[config.mk]
export PLATFORM = sky130hd
export DESIGN_NAME = rdtq_node_ram
export DESIGN_NICKNAME = d
export VERILOG_FILES = /design/src/hw/rtl/rdtq_pkg.sv /design/src/hw/rtl/rdtq_node_ram.sv
export SDC_FILE = /design/constraint.sdc
export NUM_CORES = 2
export LEC_CHECK = 0
export BUFFER_PORTS_ARGS = -buffer_cell sky130_fd_sc_hd__buf_2
export CAP_MARGIN = 10
export CELL_PAD_IN_SITES_DETAIL_PLACEMENT = 1
export CELL_PAD_IN_SITES_GLOBAL_PLACEMENT = 1
export CORE_MARGIN = 2
export CORE_UTILIZATION = 61
export CTS_CLUSTER_SIZE = 10
export DETAILED_ROUTE_END_ITERATION = 7
export PLACE_DENSITY = 0.81
export SETUP_SLACK_MARGIN = 0.02
export SYNTH_ARGS = -nofsm -noshare
export SYNTH_HDL_FRONTEND = slang
export SYNTH_SLANG_ARGS = --single-unit
[constraint.sdc]
create_clock -name i_clk -period 4.6 [get_ports i_clk]
set_input_delay 0.23 -clock i_clk [delete_from_list [all_inputs] [get_ports i_clk]]
set_output_delay 0.23 -clock i_clk [all_outputs]
set_load 0.02 [all_outputs]
[src/hw/rtl/rdtq_pkg.sv]
package rdtq_pkg;

    // fixed sizes: thread space, default node pool, key width and one tick's result burst
    localparam int THREADS   = 32;
    localparam int NODES_DEF = 64;
    localparam int MAX_RES   = 32;
    localparam int RES_IW    = $clog2(MAX_RES);
    localparam int RES_CW    = $clog2(MAX_RES + 1);
    localparam int KEY_W     = 32;

    // command codes
    localparam logic [2:0] CMD_READY_INSERT = 3'd0;
    localparam logic [2:0] CMD_READY_POP    = 3'd1;
    localparam logic [2:0] CMD_READY_REMOVE = 3'd2;
    localparam logic [2:0] CMD_TIMER_INSERT = 3'd3;
    localparam logic [2:0] CMD_TIMER_REMOVE = 3'd4;
    localparam logic [2:0] CMD_TICK         = 3'd5;
    localparam logic [2:0] CMD_SWITCH_CHECK = 3'd6;

    // status codes
    localparam logic [1:0] ST_OK        = 2'd0;
    localparam logic [1:0] ST_EMPTY     = 2'd1;
    localparam logic [1:0] ST_POOL      = 2'd2;
    localparam logic [1:0] ST_NOT_FOUND = 2'd3;

    // node payload without the link field
    typedef struct packed {
        logic [4:0]       thread;
        logic [KEY_W-1:0] key;
        logic [7:0]       prio;
        logic [7:0]       tag;
    } t_node_fix;

    // per-field write enables of the node store
    typedef struct packed {
        logic thread;
        logic key;
        logic prio;
        logic tag;
        logic link;
    } t_node_we;

    // one expired thread waiting to be reported
    typedef struct packed {
        logic [4:0] thread;
        logic [7:0] tag;
    } t_res;

endpackage

[src/hw/rtl/rdtq_node_ram.sv]
module rdtq_node_ram import rdtq_pkg::*; #(
    parameter int NODES = NODES_DEF
) (
    input  logic                       i_clk,
    input  logic [$clog2(NODES)-1:0]   i_rd_addr,
    output t_node_fix                  o_rd_q,
    output logic [$clog2(NODES):0]     o_rd_link,
    input  t_node_we                   i_we,
    input  logic [$clog2(NODES)-1:0]   i_wr_addr,
    input  t_node_fix                  i_wr_data,
    input  logic [$clog2(NODES):0]     i_wr_link
);

    localparam int IW = $clog2(NODES);
    localparam int LW = IW + 1;

    logic [4:0]       r_thread [NODES];
    logic [KEY_W-1:0] r_key    [NODES];
    logic [7:0]       r_prio   [NODES];
    logic [7:0]       r_tag    [NODES];
    logic [LW-1:0]    r_link   [NODES];

    // field-masked write port
    always_ff @(posedge i_clk) begin
        if (i_we.thread) r_thread[i_wr_addr] <= i_wr_data.thread;
        if (i_we.key)    r_key[i_wr_addr]    <= i_wr_data.key;
        if (i_we.prio)   r_prio[i_wr_addr]   <= i_wr_data.prio;
        if (i_we.tag)    r_tag[i_wr_addr]    <= i_wr_data.tag;
        if (i_we.link)   r_link[i_wr_addr]   <= i_wr_link;
    end

    // registered read port
    always_ff @(posedge i_clk) begin
        o_rd_q.thread <= r_thread[i_rd_addr];
        o_rd_q.key    <= r_key[i_rd_addr];
        o_rd_q.prio   <= r_prio[i_rd_addr];
        o_rd_q.tag    <= r_tag[i_rd_addr];
        o_rd_link     <= r_link[i_rd_addr];
    end

endmodule

==> flow_summary.yaml <==
status:
  status: "finished, violations left"
  violations: "max-capacitance violations, max-slew violations"
timing:
  fin_tns_setup_ps: 0
  fin_ws_ps: 815
  rsz0062_at_grt: "false"
  max_freq_mhz: 264
  slew_headroom_pct: -19.5
  worst_slew_pin_slew_ps: 1790
  period_share_pct: 82.3
  fin_crit_ps: 3780
  slew_viol_final: 8
  setup-violations-final: 0
  fin_worst_skew_ps: 73.7
  timing.hold.ws_ps: 39.2
  finalHoldViolCount: 0
floorplanning:
  die_w_um: 497
  chipHeight_um: 497
  num_rows: 181
  core_um2: 243000
  io_pins: 138
  dieArea_um2: 247000
  initial_utilization_pct: 61.1
place:
  gp_congestion: 0.885
  dp_slack_ps: 933
  place_hpwl_um: 266000
  port_buffers: 137
global_routing:
  grt_overflow: 0
  antenna_found_initial: 65
  grt_pass1_vias: 80938
  grt_pass1_wl_um: 652000
  grt_usage_pct: 38.3
  grt_max_degree: 83
yosys:
  synthTopCellsByArea: "edfxtp_1 (78%), mux4_2 (15%), and2_1 (1.4%)"
  yosys.area.top_type: "edfxtp_1"
  postSynthCellCount: 6490
  netlist.area_leader.share_pct: 77.7
  syn_area_um2: 148000
  ys_warn_count: 0
  ys_seq_area_share_pct: 78.6
  ys_ff_latch: 3900
  syn-mean-instance-area_um2: 22.9
  synth.distinct_cells: 35
  synth.net_count: 6568
cts:
  tritoncts: "built"
  clock_latency_ps: 1040
  cts_buffer_depth: 4
  clock-sinks: 3900
  ctsResizeCount: 0
  cts_buffers: 444
  post_cts_buffers: 0
  cts_root_buf: "clkbuf_16"
  htreeDepth: 5
  clk_pin_slew_worst_paths_ps: 60
detailed_routing:
  wirelength_um: 494000
  drt-initial-drc-count: 14730
  viasPerCell: 7.70
  vias: 81061
  post_drt_wl_per_cell_um: 46.9
  drt_first_pass_iters: 8
  drc_errors: 0
  ant_nets: 0
cells_and_area:
  fin_util_pct: 68.8
  fillers: 18025
  ff_latch_area_um2: 117000
  multi_input_area_um2: 29900
  drive_gt1_share_pct: 26.8
  syn_to_final_growth_pct: 12.6
  nets: 7081
critical_path:
  crit_fanout: 59
  reg2reg_depth: 5
  arrival_ps: 4540
  crit_type: "primary input to flop"
  crit_path_max_incr_delay_ps: 1490
  cpMaxStageDelayCell: "a211oi_1"
  cp-start-kind: "primary input"
  crit_chain: "buf_8 > nand2b_2 > buf_4 > o22ai_1 > o21ai_0 > nand2_1 > a211oi_1"
  critPathRequiredTime_ps: 5350
  worst_setup_path_end_kind: "flop"
min_path:
  hold_path_depth: 1
  hp-class: "primary input to flop"
power_and_ir_drop:
  ir_drop_uv: 458
  finalPower_mw: 76.0
  p_leak_nw: 52.5
  pwr_density_cell_nw_per_um2: 455
job:
  cap_violations: 2
-- layer usage --
metal | vias to the layer above | part of all wire, % | wire length (um) | GRT usage (%)
li1 | 28706 | - | - | -
met2 | 8560 | 48 | 237000 | 60.3
met4 | 38 | 8.4 | 41400 | 26.2
met3 | 2029 | 13 | 62700 | 9.29
met5 | - | 0.086 | 427 | 0
met1 | 41728 | 31 | 153000 | 47.8
-- cell families (layout without fill, tap and decap cells) --
group	Yosys count	in the layout	share of synthesized area, %
muxes	1022	1022	15.0
buffers and inverters	405	1137	1.42
AOI/OAI and AO/OA	601	601	2.95
other	0	100	0
DFF	3900	3900	78.6
and+or+nand+nor	562	562	2.09
-- layout make-up --
type                       count  area share [%]
antenna                      100           0.150
clock buffer                 651            7.25
inverter                      11          0.0247
clock inverter                14          0.0899
sequential                  3900            69.8
tap                         3202            2.40
multi-input combinational   2185            17.9
timing repair buffer         461            2.41
-- layout by cell type (no fill, tap or decap), types with 63 or more instances in the layout --
cell type,n
o22ai_1,135
diode_2,100
edfxtp_1,3840
mux4_2,957
clkbuf_16,452
a22oi_1,63
a221oi_1,101
buf_4,215
nor2_1,126
clkbuf_1,195
a21oi_1,90
mux2i_1,64
and2_1,257
a22o_1,106
buf_2,132
and2_2,65
-- registers in the layout, summed over array words and instances (netlist names) --
signal     flops
r_tag        512
r_thread     320
r_key       2048
o_rd_q        53
r_prio       512
r_link       448
o_rd_link      7
-- worst max-delay path, delay by kind of cell --
family,cells,cell delay [ps]
AND/OR/NAND/NOR,2,1310
buffers and inverters,2,840
AO/OA/AOI/OAI,3,2000
-- path summary, 6_finish.rpt --
check        slack [ps]            to     startpoint
max                 820  o_rd_link[6]   i_rd_addr[2]
min                  40   r_tag[4][0]   i_wr_data[0]
max reg2reg        1200  o_rd_link[6]  r_link[25][6]
min reg2reg         880    o_rd_q[42]  r_key[44][26]
-- synthesized netlist by cell type (all sizes together) --
library cell  instances
a211o                 1
a211oi               30
a21oi                90
a221oi              102
a22o                106
a22oi                63
a311oi               17
and2                323
buf                 221
clkbuf              173
dfxtp                60
edfxtp             3840
inv                  11
mux2                  1
mux2i                64
mux4                957
nand2                22
nand2b                5
nand3                18
nand3b               10
nand4                 1
nor2                130
nor2b                10
nor3                 29
o21ai                25
o221a                 1
o221ai               31
o22ai               135
or2                   3
or3                   4
or3b                  7
-- timing repair --
item                        CTS  global route
setup endpoints to repair     0             0
hold endpoints to repair   1390          1363
hold buffers                 25            23
-- through the flow --
step	instances	area (um2)
5_1_grt	10474	167000
3_3_place_gp	9679	153000
6_report	10524	167000
4_1_cts	10371	166000
3_5_place_dp	9681	153000
2_1_floorplan	6490	148000
-- where the power goes --
part | leakage [nW] | total (mW) | switching (mW) | internal, mW
sequential | 35.1 | 39.6 | 0.227 | 39.4
clock | 5.90 | 32.2 | 14.3 | 17.9
combinational | 11.6 | 4.15 | 2.80 | 1.35
total | 52.5 | 76.0 | 17.3 | 58.6
Note: power is estimated with default switching activity, not from simulation.
