`src/hw/rtl/rdtq_pkg.sv`:
```
package rdtq_pkg;

    // fixed sizes: thread space, default node pool, key width and one tick's result burst
    localparam int THREADS   = 32;
    localparam int NODES_DEF = 64;
    localparam int MAX_RES   = 32;
    localparam int RES_IW    = $clog2(MAX_RES);
    localparam int RES_CW    = $clog2(MAX_RES + 1);
    localparam int KEY_W     = 32;

    // command codes
    localparam logic [2:0] CMD_READY_INSERT = 3'd0;
    localparam logic [2:0] CMD_READY_POP    = 3'd1;
    localparam logic [2:0] CMD_READY_REMOVE = 3'd2;
    localparam logic [2:0] CMD_TIMER_INSERT = 3'd3;
    localparam logic [2:0] CMD_TIMER_REMOVE = 3'd4;
    localparam logic [2:0] CMD_TICK         = 3'd5;
    localparam logic [2:0] CMD_SWITCH_CHECK = 3'd6;

    // status codes
    localparam logic [1:0] ST_OK        = 2'd0;
    localparam logic [1:0] ST_EMPTY     = 2'd1;
    localparam logic [1:0] ST_POOL      = 2'd2;
    localparam logic [1:0] ST_NOT_FOUND = 2'd3;

    // node payload without the link field
    typedef struct packed {
        logic [4:0]       thread;
        logic [KEY_W-1:0] key;
        logic [7:0]       prio;
        logic [7:0]       tag;
    } t_node_fix;

    // per-field write enables of the node store
    typedef struct packed {
        logic thread;
        logic key;
        logic prio;
        logic tag;
        logic link;
    } t_node_we;

    // one expired thread waiting to be reported
    typedef struct packed {
        logic [4:0] thread;
        logic [7:0] tag;
    } t_res;

endpackage

```
`src/hw/rtl/rdtq_free_stack.sv`:
```
module rdtq_free_stack import rdtq_pkg::*; #(
    parameter int NODES = NODES_DEF
) (
    input  logic                     i_clk,
    input  logic                     i_rst_n,
    input  logic                     i_pop,
    input  logic                     i_push,
    input  logic [$clog2(NODES)-1:0] i_push_node,
    output logic [$clog2(NODES)-1:0] o_node,
    output logic                     o_empty
);

    localparam int IW = $clog2(NODES);
    localparam int CW = $clog2(NODES + 1);

    logic [IW-1:0] r_mem [NODES];
    logic [CW-1:0] r_count;
    logic [CW-1:0] r_low;
    logic [IW-1:0] r_q;
    logic [IW-1:0] r_rd_addr;
    logic          r_fresh;
    logic [CW-1:0] top_idx;

    assign top_idx = r_count - CW'(1);
    assign o_empty = (r_count == '0);
    // entries below the low mark were never written and hold their own index
    assign o_node  = r_fresh ? r_rd_addr : r_q;

    // fill count and low-water mark
    always_ff @(posedge i_clk) begin
        if (!i_rst_n) begin
            r_count <= CW'(NODES);
            r_low   <= CW'(NODES);
        end else if (i_pop) begin
            r_count <= top_idx;
            if (top_idx < r_low) begin
                r_low <= top_idx;
            end
        end else if (i_push) begin
            r_count <= r_count + CW'(1);
        end
    end

    // stack memory
    always_ff @(posedge i_clk) begin
        if (i_push) begin
            r_mem[r_count[IW-1:0]] <= i_push_node;
        end
        if (i_pop) begin
            r_q       <= r_mem[top_idx[IW-1:0]];
            r_rd_addr <= top_idx[IW-1:0];
            r_fresh   <= (top_idx < r_low);
        end
    end

endmodule

```
`config.mk`:
```
export PLATFORM = sky130hd
export DESIGN_NAME = rdtq_free_stack
export DESIGN_NICKNAME = d
export VERILOG_FILES = /design/src/hw/rtl/rdtq_pkg.sv /design/src/hw/rtl/rdtq_free_stack.sv
export SDC_FILE = /design/constraint.sdc
export NUM_CORES = 1
export LEC_CHECK = 0
export CAP_MARGIN = 25
export CORE_ASPECT_RATIO = 1.5
export CORE_MARGIN = 2
export CORE_UTILIZATION = 46
export CTS_BUF_LIST = sky130_fd_sc_hd__clkbuf_2
export DETAILED_ROUTE_END_ITERATION = 7
export DONT_BUFFER_PORTS = 1
export PLACE_DENSITY = 0.69
export SETUP_SLACK_MARGIN = 0.5
export SLEW_MARGIN = 10
export SYNTH_ARGS = -nofsm -noshare
export SYNTH_HDL_FRONTEND = slang
export SYNTH_SLANG_ARGS = --single-unit
```
`constraint.sdc`:
```
create_clock -name i_clk -period 2.85 [get_ports i_clk]
set_input_delay 0.4275 -clock i_clk [delete_from_list [all_inputs] [get_ports i_clk]]
set_output_delay 0.4275 -clock i_clk [all_outputs]
set_load 0.02 [all_outputs]
```
==> flow_metrics.env <==
export IMPL_status="finished, final reports clean"
export IMPL_place_worst_setup_slack_ns=0.3576
export IMPL_drtIter0Drc=669
export IMPL_cts_sinks=411
export IMPL_synth_compound_gate_area_share_pct=2.004
export IMPL_critPathArrivalTime_ns=2.12
export IMPL_via_total_after_detailed_routing=8771
export IMPL_met3_wirelength_um=1803
export IMPL_critical_path_startpoint_type="register"
export IMPL_worst_skew_pair_late_latency_ns=1.02
export IMPL_hold_depth=3
export IMPL_dieArea_um2=37670
export IMPL_final_layout_size_suffix_gt1_share_pct=34.71
export IMPL_detailed_place_area_um2=17450
export IMPL_hold_violations=0
export IMPL_input_output_buffers=0
export IMPL_drt_vias_per_instance=5.503
export IMPL_place_detailed_instances=1395
export IMPL_maxSlewViolCount=0
export IMPL_share_of_flip_flops_with_an_asynchronous_set_or_reset_after_synthesis_pct=0
export IMPL_tightest_slew_ns=0.6793
export IMPL_final_setup_skew_ns=0.1357
export IMPL_dr_top_layer="met4"
export IMPL_net_sw_power_mw=4.130
export IMPL_critical_path_max_fanout=2
export IMPL_critical_path_slowest_cell="dfxtp_2"
export IMPL_grt_first_pass_wirelength_um=54320
export IMPL_clk_transition_reported_paths_ns=0.13
export IMPL_register_to_register_path_depth=12
export IMPL_maxClockFrequency_ghz=0.3929
export IMPL_syn_num_nets=928
export IMPL_wl_met2_um=20100
export IMPL_tritoncts_num_buffers=85
export IMPL_die_w_um=159.1
export IMPL_final_setup_tns_ns=0
export IMPL_grt_max_degree=65
export IMPL_drc_errors=0
export IMPL_power_share_switching_pct=30.51
export IMPL_worst_setup_path_type="register to output pin"
export IMPL_syn_instance_count=910
export IMPL_post_synth_edffs=397
export IMPL_post_synth_and_or_nand_nor_area_fraction_pct=7.165
export IMPL_hold_class="input pin to register"
export IMPL_grt_overflow_total=0
export IMPL_effective_utilization_at_floorplan_pct=46.47
export IMPL_die_height_um=236.7
export IMPL_max_slew_margin_vs_limit_pct=54.60
export IMPL_p_leak_nw=6.282
export IMPL_ant_nets=0
export IMPL_placementRows=85
export IMPL_post_synth_xor_area_fraction_pct=0.6254
export IMPL_clock_path_buffers=3
export IMPL_layout_setup_ws_ns=0.3051
export IMPL_drt_pass1_iter_count=5
export IMPL_wirelength_met1_um=12770
export IMPL_rsz0062_at_grt="true"
export IMPL_synthDistinctLibCells=52
export IMPL_synth_adder_area_share_pct=0.6028
export IMPL_tritoncts="built"
export IMPL_avg_cell_area_syn_um2=18.25
export IMPL_part_of_the_yosys_area_used_for_sequential_elements_pct=73.48
export IMPL_pwr_cell_area_nw_per_um2=710.0
export IMPL_period_needed_ns=2.545
export IMPL_synthesis_area_um2=16610
export IMPL_antenna_found_initial=1
export IMPL_core_area_um2=35730
export IMPL_critical_path_endpoint_type="output pin"
export IMPL_floorplan_io_pins=17
export IMPL_layout_nets=1072
export IMPL_report_final_setup_viol=0
export IMPL_groute_usage_overall_pct=19.42
export IMPL_first_global_vias=9288
export IMPL_dp_hpwl_um=22440
export IMPL_finalWeightedCongestion=0.8522
export IMPL_internal_power_mw=9.405
export IMPL_post_route_period_util_pct=89.29
export IMPL_worst_path_cell_chain="buf_8 > or3_4 > nor3_4 > buf_6"
export IMPL_design_area_um2=19060
export IMPL_post_drt_wl_per_cell_um=22.94
export IMPL_drt_wl_total_um=36570
export IMPL_synth_top_family_by_area="multiplexers"
export IMPL_cp_data_required_time_ns=2.42
export IMPL_ir_worst_vdd_mv=0.4550
export IMPL_combPwrFrac_pct=24.5
export IMPL_root_buffer="clkbuf_2"
export IMPL_htreeDepth=3
export IMPL_hold_worst_slack_ns=0.1198
export IMPL_sequential_power_share_pct=51.2
export IMPL_postSynthRegisterBits=411
export IMPL_p_clk_share_pct=24.3
export IMPL_syn_to_final_growth_pct=14.80
export IMPL_muxShareOfSynthArea_pct=13.95
export IMPL_yosys_warnings=0
export IMPL_postSynth_topFlopCell="edfxtp_1"
export IMPL_max_cap_violations=0
export IMPL_fin_cells=1594
export IMPL_crit_path_max_cell_delay_ns=0.36
worst paths after layout:
kind / startpoint / to / slack [ns]
max: r_count[4]$_SDFFE_PN0P_ / o_empty / 0.31
min reg2reg: r_low[6]$_SDFFE_PN1P_ / r_low[6]$_SDFFE_PN1P_ / 0.57
max reg2reg: r_count[0]$_SDFFE_PN0P_ / r_low[5]$_SDFFE_PN0P_ / 0.43
min: i_pop / r_count[6]$_SDFFE_PN1P_ / 0.12
worst max-delay path, delay by kind of cell, from the launching register on:
kind / cells / cell delay [ns]
buf+inv: 2 / 0.25
simple gates: 2 / 0.48
flops: 1 / 0.36
metrics by stage:
| step | util [%] | power [mW] |
|---|---|---|
| after detailed placement | 48.83 | 9.754 |
| after global placement | 48.83 | 9.725 |
| final | 53.35 | 13.54 |
| after global routing | 53.35 | 14.17 |
| after floorplan | - | 9.022 |
| after CTS | 52.11 | 13.32 |
synth_stat cells, types with 2 or more instances:
master | n | area, um2
nand3b_1 | 2 | 15.01
dfxtp_1 | 14 | 280.3
mux4_2 | 96 | 2162
a32oi_1 | 6 | 52.55
ha_1 | 8 | 100.1
buf_2 | 13 | 65.06
o211a_1 | 5 | 50.05
inv_2 | 2 | 7.510
nor2b_1 | 7 | 43.79
edfxtp_1 | 397 | 11920
inv_1 | 11 | 41.29
nand3_1 | 43 | 215.2
clkbuf_1 | 20 | 75.07
nor3_2 | 2 | 20.02
xnor2_1 | 5 | 43.79
nand4_1 | 14 | 87.58
o21ai_0 | 2 | 10.01
nor2_1 | 72 | 270.3
mux2i_1 | 6 | 60.06
nand2_1 | 100 | 375.4
xor2_1 | 5 | 43.79
buf_6 | 8 | 90.09
and2_1 | 4 | 25.02
a21oi_1 | 5 | 25.02
nor3_1 | 3 | 15.01
nor3b_1 | 5 | 37.54
mux2_2 | 7 | 78.83
o21ai_1 | 13 | 65.06
nand2b_1 | 2 | 12.51
buf_4 | 11 | 82.58
routing by layer:
metal  global-route usage (%)  vias up
met2                    35.59      278
met5                        0        -
met1                    20.48     4450
met3                    4.256      108
met4                    11.24        0
li1                         -     3935
state kept, by name (all words and copies together), names as in the netlist:
name       flops
r_fresh        1
r_rd_addr      6
r_mem        384
r_count        7
r_low          7
r_q            6
placed cells by master (no fill, tap or decap), drive strengths merged, types with 2 or more instances in the layout:
master	count
inv	13
and2	4
xor2	5
edfxtp	397
nand2	100
o211a	5
nand2b	3
clkinv	37
nor2b	7
mux2	8
o21ai	15
nor2	73
ha	8
nor3	6
nand4	15
a21oi	6
dlygate4sd3	11
nand3	43
xnor2	6
dfxtp	14
a32oi	6
nor3b	5
mux2i	6
nand3b	2
buf	94
mux4	96
clkinvlp	2
clkbuf	112
layout make-up:
type / instances / area [um2]
Timing Repair Buffer: 109 / 1160
Tap cell: 478 / 598.1
Clock inverter: 40 / 192.7
Inverter: 13 / 63.81
Fill cell: 2837 / 16670
Antenna cell: 1 / 2.502
Multi-Input combinational cell: 434 / 4293
Sequential cell: 411 / 12210
Clock buffer: 108 / 540.5
power by group through the flow:
stage / combinational, mW / clock, mW / sequential [mW]
global route: 3.53 / 3.69 / 6.95
floorplan: 2.00 / 0 / 7.02
finish: 3.31 / 3.29 / 6.93
detailed placement: 2.67 / 0 / 7.09
global placement: 2.64 / 0 / 7.08
CTS: 2.97 / 3.42 / 6.93
cell families after synthesis:
group                    count (synthesis)
XOR/XNOR                                11
flip-flops                             411
AO/OA/AOI/OAI                           43
multiplexers                           110
adder cells (fa/ha/maj)                  8
AND/OR/NAND/NOR                        262
buffers and inverters                   65
repair_timing:
item / in CTS / in global routing
endpoints found under the setup margin: 55 / 112
buffers inserted: 9 / 19
cloned: 0 / 4
pin swaps: 4 / 12
endpoints found under the hold margin: 497 / 0
hold buffers: 17 / 0
gates resized for setup: 31 / 41
Power figures use the tool's default switching activity.
