===== src/hw/rtl/rdtq_pkg.sv =====
package rdtq_pkg;

    // fixed sizes: thread space, default node pool, key width and one tick's result burst
    localparam int THREADS   = 32;
    localparam int NODES_DEF = 64;
    localparam int MAX_RES   = 32;
    localparam int RES_IW    = $clog2(MAX_RES);
    localparam int RES_CW    = $clog2(MAX_RES + 1);
    localparam int KEY_W     = 32;

    // command codes
    localparam logic [2:0] CMD_READY_INSERT = 3'd0;
    localparam logic [2:0] CMD_READY_POP    = 3'd1;
    localparam logic [2:0] CMD_READY_REMOVE = 3'd2;
    localparam logic [2:0] CMD_TIMER_INSERT = 3'd3;
    localparam logic [2:0] CMD_TIMER_REMOVE = 3'd4;
    localparam logic [2:0] CMD_TICK         = 3'd5;
    localparam logic [2:0] CMD_SWITCH_CHECK = 3'd6;

    // status codes
    localparam logic [1:0] ST_OK        = 2'd0;
    localparam logic [1:0] ST_EMPTY     = 2'd1;
    localparam logic [1:0] ST_POOL      = 2'd2;
    localparam logic [1:0] ST_NOT_FOUND = 2'd3;

    // node payload without the link field
    typedef struct packed {
        logic [4:0]       thread;
        logic [KEY_W-1:0] key;
        logic [7:0]       prio;
        logic [7:0]       tag;
    } t_node_fix;

    // per-field write enables of the node store
    typedef struct packed {
        logic thread;
        logic key;
        logic prio;
        logic tag;
        logic link;
    } t_node_we;

    // one expired thread waiting to be reported
    typedef struct packed {
        logic [4:0] thread;
        logic [7:0] tag;
    } t_res;

endpackage


===== src/hw/rtl/rdtq_res_buf.sv =====
module rdtq_res_buf import rdtq_pkg::*; (
    input  logic              i_clk,
    input  logic              i_we,
    input  logic [RES_IW-1:0] i_wr_addr,
    input  t_res              i_wr_data,
    input  logic [RES_IW-1:0] i_rd_addr,
    output t_res              o_rd_q
);

    t_res r_mem [MAX_RES];

    // expired threads of one tick, read back in order
    always_ff @(posedge i_clk) begin
        if (i_we) begin
            r_mem[i_wr_addr] <= i_wr_data;
        end
        o_rd_q <= r_mem[i_rd_addr];
    end

endmodule

===== config.mk =====
export PLATFORM = sky130hd
export DESIGN_NAME = rdtq_res_buf
export DESIGN_NICKNAME = d
export VERILOG_FILES = /design/src/hw/rtl/rdtq_pkg.sv /design/src/hw/rtl/rdtq_res_buf.sv
export SDC_FILE = /design/constraint.sdc
export NUM_CORES = 1
export LEC_CHECK = 0
export ABC_CLOCK_PERIOD_IN_PS = 2000
export BUFFER_PORTS_ARGS = -buffer_cell sky130_fd_sc_hd__buf_2
export CORE_MARGIN = 4
export CORE_UTILIZATION = 55
export DETAILED_ROUTE_END_ITERATION = 12
export GPL_TIMING_DRIVEN = 0
export PLACE_DENSITY = 0.76
export SETUP_SLACK_MARGIN = 0.2
export SLEW_MARGIN = 20
export SYNTH_ARGS = -nofsm -noshare
export SYNTH_HDL_FRONTEND = slang
export SYNTH_SLANG_ARGS = --single-unit

===== constraint.sdc =====
create_clock -name i_clk -period 2 [get_ports i_clk]
set_clock_uncertainty 0.05 [all_clocks]
set_input_delay 0.1 -clock i_clk [delete_from_list [all_inputs] [get_ports i_clk]]
set_output_delay 0.1 -clock i_clk [all_outputs]
set_load 0.02 [all_outputs]

==> flow_summary.ini, run 1 <==
[outcome]
status = complete, no violations

[worst_hold_path]
min_from = i_rd_addr[4]
hold_class = input port to register

[place]
gp_congestion = 0.883
dp_cells = 1362
dp_hpwl_um = 23300
port_buffers = 36
pre_cts_ws_ps = -379

[finish]
multi_input_area_mm2 = 0.00362
nets = 1045
drive_above_1_share = 0.170
final_cell_mix = edfxtp_1 (416), mux2i_1 (208), buf_2 (56), a22oi_1 (52), clkbuf_16 (45)
fin_cells = 1444
nFillCells = 2056
final_common_cell = edfxtp_1
syn2layout_area_growth_pct = 12.9
ff_latch_area_mm2 = 0.0128
antenna_cells = 0

[route]
routedWlPerCell_um = 26.2
drt_iter0_markers = 982
dr.pass1.iters = 5
ant_nets = 0
viasPerCell = 6.13
wl_um = 37900
vias = 8852
drc = 0

[worst_setup_path]
crit_arrival_ps = 1850
crit_family = simple AND/OR/NAND/NOR gates
cp_cell_sequence = buf_2 > or3b_2 > clkbuf_1 > nor2_2
crit_fanout = 13
worst-path-buf-inv = 2
critical_path_required_ps = 2100
slowest_stage = nor2_2
critPathKind = input port to register
start_kind = input port
rr_startpoint = r_mem[3][2]
crit_start = i_wr_addr[1]
end_kind = register
slowest_delay_ps = 800

[floorplanning]
io_pins = 38
core-area_mm2 = 0.0298
rows = 63
start_util = 0.561
fp.dieH_um = 182
die-area_mm2 = 0.0333
die_w_um = 182

[clock_tree]
cts_buffers = 42
clk_path_buf_depth = 3
htreeDepth = 2
cts-root-buf = clkbuf_16
cts_tree = built
clk_latency_ps = 540
clock-sinks = 429
clk_pin_slew_worst_paths_ps = 60

[synthesis]
ys_ff_latch = 429
syn_area_mm2 = 0.0167
ys_warn_count = 0
synth_cells = 936
synth_seq_area_share = 0.762
synth.distinct_cells = 27
syn_avg_cell_area_um2 = 17.9
synth_nets = 961

[global_routing]
gr-usage-all-layers = 0.226
grt_pass1_wl_um = 55400
antenna_found_initial = 2
grt_pass1_vias = 8863
overflow = 0
grt_max_degree = 33

[timing]
timing.final.ws_setup_ps = 256
setup-violations-final = 0
rsz0062_at_grt = false
clock.fmax_ghz = 0.574
setup_tns_ps = 0
hold_slack_ps = 55.6
min_period_ps = 1740
hold_violations = 0
finalCritPeriodShare = 0.872
slew_headroom = 0.369
worstMarginPinSlew_ps = 945
drv_slew = 0

[pwr]
total_power_w = 0.0189
power_density_mw_per_mm2 = 1000
ir_worst_vdd_uv = 747
p_leak_nw = 6.63

[flow_run]
maxCapViolations = 0
==> stage by stage <==
step	area, µm²	util
2_1_floorplan	16700	-
3_3_place_gp	17400	0.584
3_5_place_dp	17400	0.585
4_1_cts	18900	0.633
5_1_grt	18900	0.634
6_report	18900	0.634
==> final timing paths <==
check        depth (start not counted)           end  slack, ps
min                                  3    o_rd_q[12]         60
max                                  4  r_mem[12][4]        260
max reg2reg                          5     o_rd_q[2]        290
min reg2reg                          4     o_rd_q[3]        570
==> state kept, by name, indices dropped and copies added, names as in the netlist <==
signal  cells
o_rd_q     13
r_mem     416
==> kinds of logic (layout without fill, tap and decap cells) <==
logic type / Yosys count / in the layout / synth area share
buffers and inverters: 52 / 170 / 0.0263
muxes: 208 / 208 / 0.124
DFF: 429 / 429 / 0.762
AOI/OAI and AO/OA: 117 / 117 / 0.0496
and+or+nand+nor: 130 / 130 / 0.0374
==> Yosys cell counts <==
master / count / area (µm²)
nor2_2: 1 / 6.26
edfxtp_1: 416 / 12500
and2_1: 1 / 6.26
nand2b_1: 2 / 12.5
nand4_1: 13 / 81.3
buf_12: 4 / 80.1
nand2_1: 27 / 101
nor2_1: 33 / 124
clkbuf_1: 9 / 33.8
nor2b_1: 2 / 12.5
or3b_2: 3 / 26.3
buf_4: 2 / 15.0
or2_2: 1 / 6.26
or3_1: 1 / 6.26
mux2i_1: 208 / 2080
dfxtp_1: 13 / 260
buf_2: 20 / 100
nor3_1: 13 / 65.1
buf_8: 6 / 90.1
a22o_1: 26 / 228
buf_6: 10 / 113
a31oi_1: 13 / 81.3
nand3b_1: 5 / 37.5
clkbuf_4: 1 / 7.51
a21oi_1: 26 / 130
a22oi_1: 52 / 390
nand3_1: 28 / 140
==> repair_timing <==
| action | 4_1_cts | 5_1_grt |
|---|---|---|
| endpoints found under the hold margin | 2 | 0 |
| setup endpoints to repair | 53 | 0 |
| gates resized for setup | 3 | 0 |
| buffers inserted | 0 | 0 |
| hold buffers | 4 | 0 |
==> layout make-up <==
class,instances,share of cell area
Tap cell,390,0.0258
Sequential cell,429,0.675
Clock inverter,32,0.0130
Timing Repair Buffer,40,0.0117
Multi-Input combinational cell,455,0.191
Buffer,52,0.0232
Clock buffer,46,0.0598
==> worst min-delay path, cell delays in order <==
cell and delay, ps:
buf_2 170, nand4_1 130, nand3_1 140
==> report_power, final <==
group	switching (W)	total [W]	internal, W
clock network	0.00322	0.00779	0.00458
registers	0.0000319	0.0100	0.0100
logic	0.000746	0.00110	0.000356
==> per-layer routing <==
metal / GRT usage / vias to the layer above / wire length (µm)
met4: 0.0874 / 4 / 1440
met5: 0 / - / 24
met3: 0.0474 / 83 / 3110
li1: - / 3902 / -
met2: 0.368 / 438 / 18300
met1: 0.302 / 4425 / 14900
No activity file was read; power rests on OpenSTA's default activity.
==> inputs of run 2 (changes only) <==
- BUFFER_PORTS_ARGS: -buffer_cell sky130_fd_sc_hd__buf_2 -> unset
- DONT_BUFFER_PORTS: unset -> 1
- PLACE_DENSITY: 0.76 -> 0.7
==> run 2 against run 1 <==
Against the previous run: design area rose by 1.3%; final cell count fell by 0.83%; critical path type is now register to register; register-to-register slack improved by 60 ps; sequential share of layout area fell by 0.88 points; critical endpoint is now o_rd_q[6]; sequential cell count did not move.
==> flow_summary.ini, run 2 (synthesis gave the netlist of run 1 again) <==
[route]
viasPerCell = 6.11
wl_um = 38100
dr.pass1.iters = 5
ant_nets = 0
vias = 8750
drt_iter0_markers = 898
routedWlPerCell_um = 26.6
drc = 0

[timing]
clock.fmax_ghz = 0.605
slew_headroom = 0.389
hold_violations = 0
finalCritPeriodShare = 0.826
min_period_ps = 1650
hold_slack_ps = 30.6
drv_slew = 0
setup-violations-final = 0
rsz0062_at_grt = false
worstMarginPinSlew_ps = 916

[finish]
final_cell_mix = edfxtp_1 (416), mux2i_1 (208), a22oi_1 (52), clkbuf_16 (47), nor2_2 (33)
utilization = 0.642
largest_reg_flops = 416
fin_cells = 1432
largest_registers = r_mem (416), o_rd_q (13)
nets = 1037
largest-register = r_mem
syn2layout_area_growth_pct = 14.4
final_common_cell = edfxtp_1
drive_above_1_share = 0.145
antenna_cells = 0

[place]
dp_cells = 1326
port_buffers = 0
gp_congestion = 0.845
dp_hpwl_um = 22900

[clock_tree]
clk_pin_slew_worst_paths_ps = 60
post-cts-setup-buffers = 0
clk_path_buf_depth = 3
cts_buffers = 45
ctsResizeCount = 0
cts-root-buf = clkbuf_16
cts_tree = built
htreeDepth = 2
clock-sinks = 429
clk_latency_ps = 540
cts-hold-fix-buffers = 29

[worst_hold_path]
holdPathStages = 3
hold_class = input port to register

[floorplanning]
core-area_mm2 = 0.0298
die-area_mm2 = 0.0333
start_util = 0.561
rows = 63
fp.dieH_um = 182
io_pins = 38
die_w_um = 182

[pwr]
power_density_mw_per_mm2 = 1010
total_power_w = 0.0192
ir_worst_vdd_uv = 743
p_leak_nw = 6.67

[worst_setup_path]
end_kind = register
critical_path_required_ps = 2340
start_kind = register
crit_fanout = 1
critPathKind = register to register
crit_arrival_ps = 1990
rr_startpoint = r_mem[3][6]
setup.worst_path.end = o_rd_q[6]
r2r_setup_slack_ps = 350
crit_start = r_mem[3][6]
r2r_cells = 5
rr_endpoint = o_rd_q[6]

[global_routing]
grt_max_degree = 33
gr-usage-all-layers = 0.229
grt_pass1_vias = 8900
antenna_found_initial = 1
overflow = 0
grt_pass1_wl_um = 56000

[flow_run]
maxCapViolations = 0

[outcome]
status = complete, no violations
run 2: report_power, final:
group          internal [W]  total (W)  leakage [nW]  switching [W]
Combinational      0.000385    0.00106          2.12       0.000678
Sequential          0.00999     0.0101          3.86      0.0000811
Clock               0.00485    0.00810         0.696        0.00325
run 2: worst max-delay path: stages, from the launching register on:
cell and delay (ps):
edfxtp_1 370, mux2i_1 200, a22o_1 210, nor3_1 90, a31oi_1 440, nand3_1 150
run 2: worst min-delay path by stage:
stage | from | end | slack, ps
3_5_place_dp | i_wr_data[9] | r_mem[4][9] | 150
3_3_place_gp | i_wr_data[9] | r_mem[4][9] | 150
2_1_floorplan | i_wr_data[0] | r_mem[0][0] | 150
4_1_cts | i_rd_addr[3] | o_rd_q[2] | 8
5_1_grt | i_rd_addr[4] | o_rd_q[1] | 60
6_report | i_rd_addr[3] | o_rd_q[2] | 30
run 2: per-layer routing:
layer / share of wire / global-route usage / wire length (µm) / up-vias
met5: 0 / 0 / 0 / -
met4: 0.025 / 0.0660 / 955 / 0
met3: 0.064 / 0.0345 / 2440 / 59
met2: 0.50 / 0.383 / 19100 / 373
met1: 0.41 / 0.318 / 15600 / 4435
li1: - / - / - / 3883
run 2: final cells by class:
type / count / area [µm²]
Tap cell: 390 / 488
Fill cell: 2039 / 10700
Clock buffer: 59 / 1240
Clock inverter: 18 / 183
Buffer: 52 / 439
Sequential cell: 429 / 12800
Timing Repair Buffer: 29 / 420
Multi-Input combinational cell: 455 / 3620
run 2: per-stage QoR:
step                      area, µm²  setup TNS [ps]  worst slack, ps
after floorplan               16700               0              240
after global placement        17200          -62730             -437
after detailed placement      17300          -28410             -355
after CTS                     19100               0              205
after global routing          19100               0              299
final                         19100               0              348
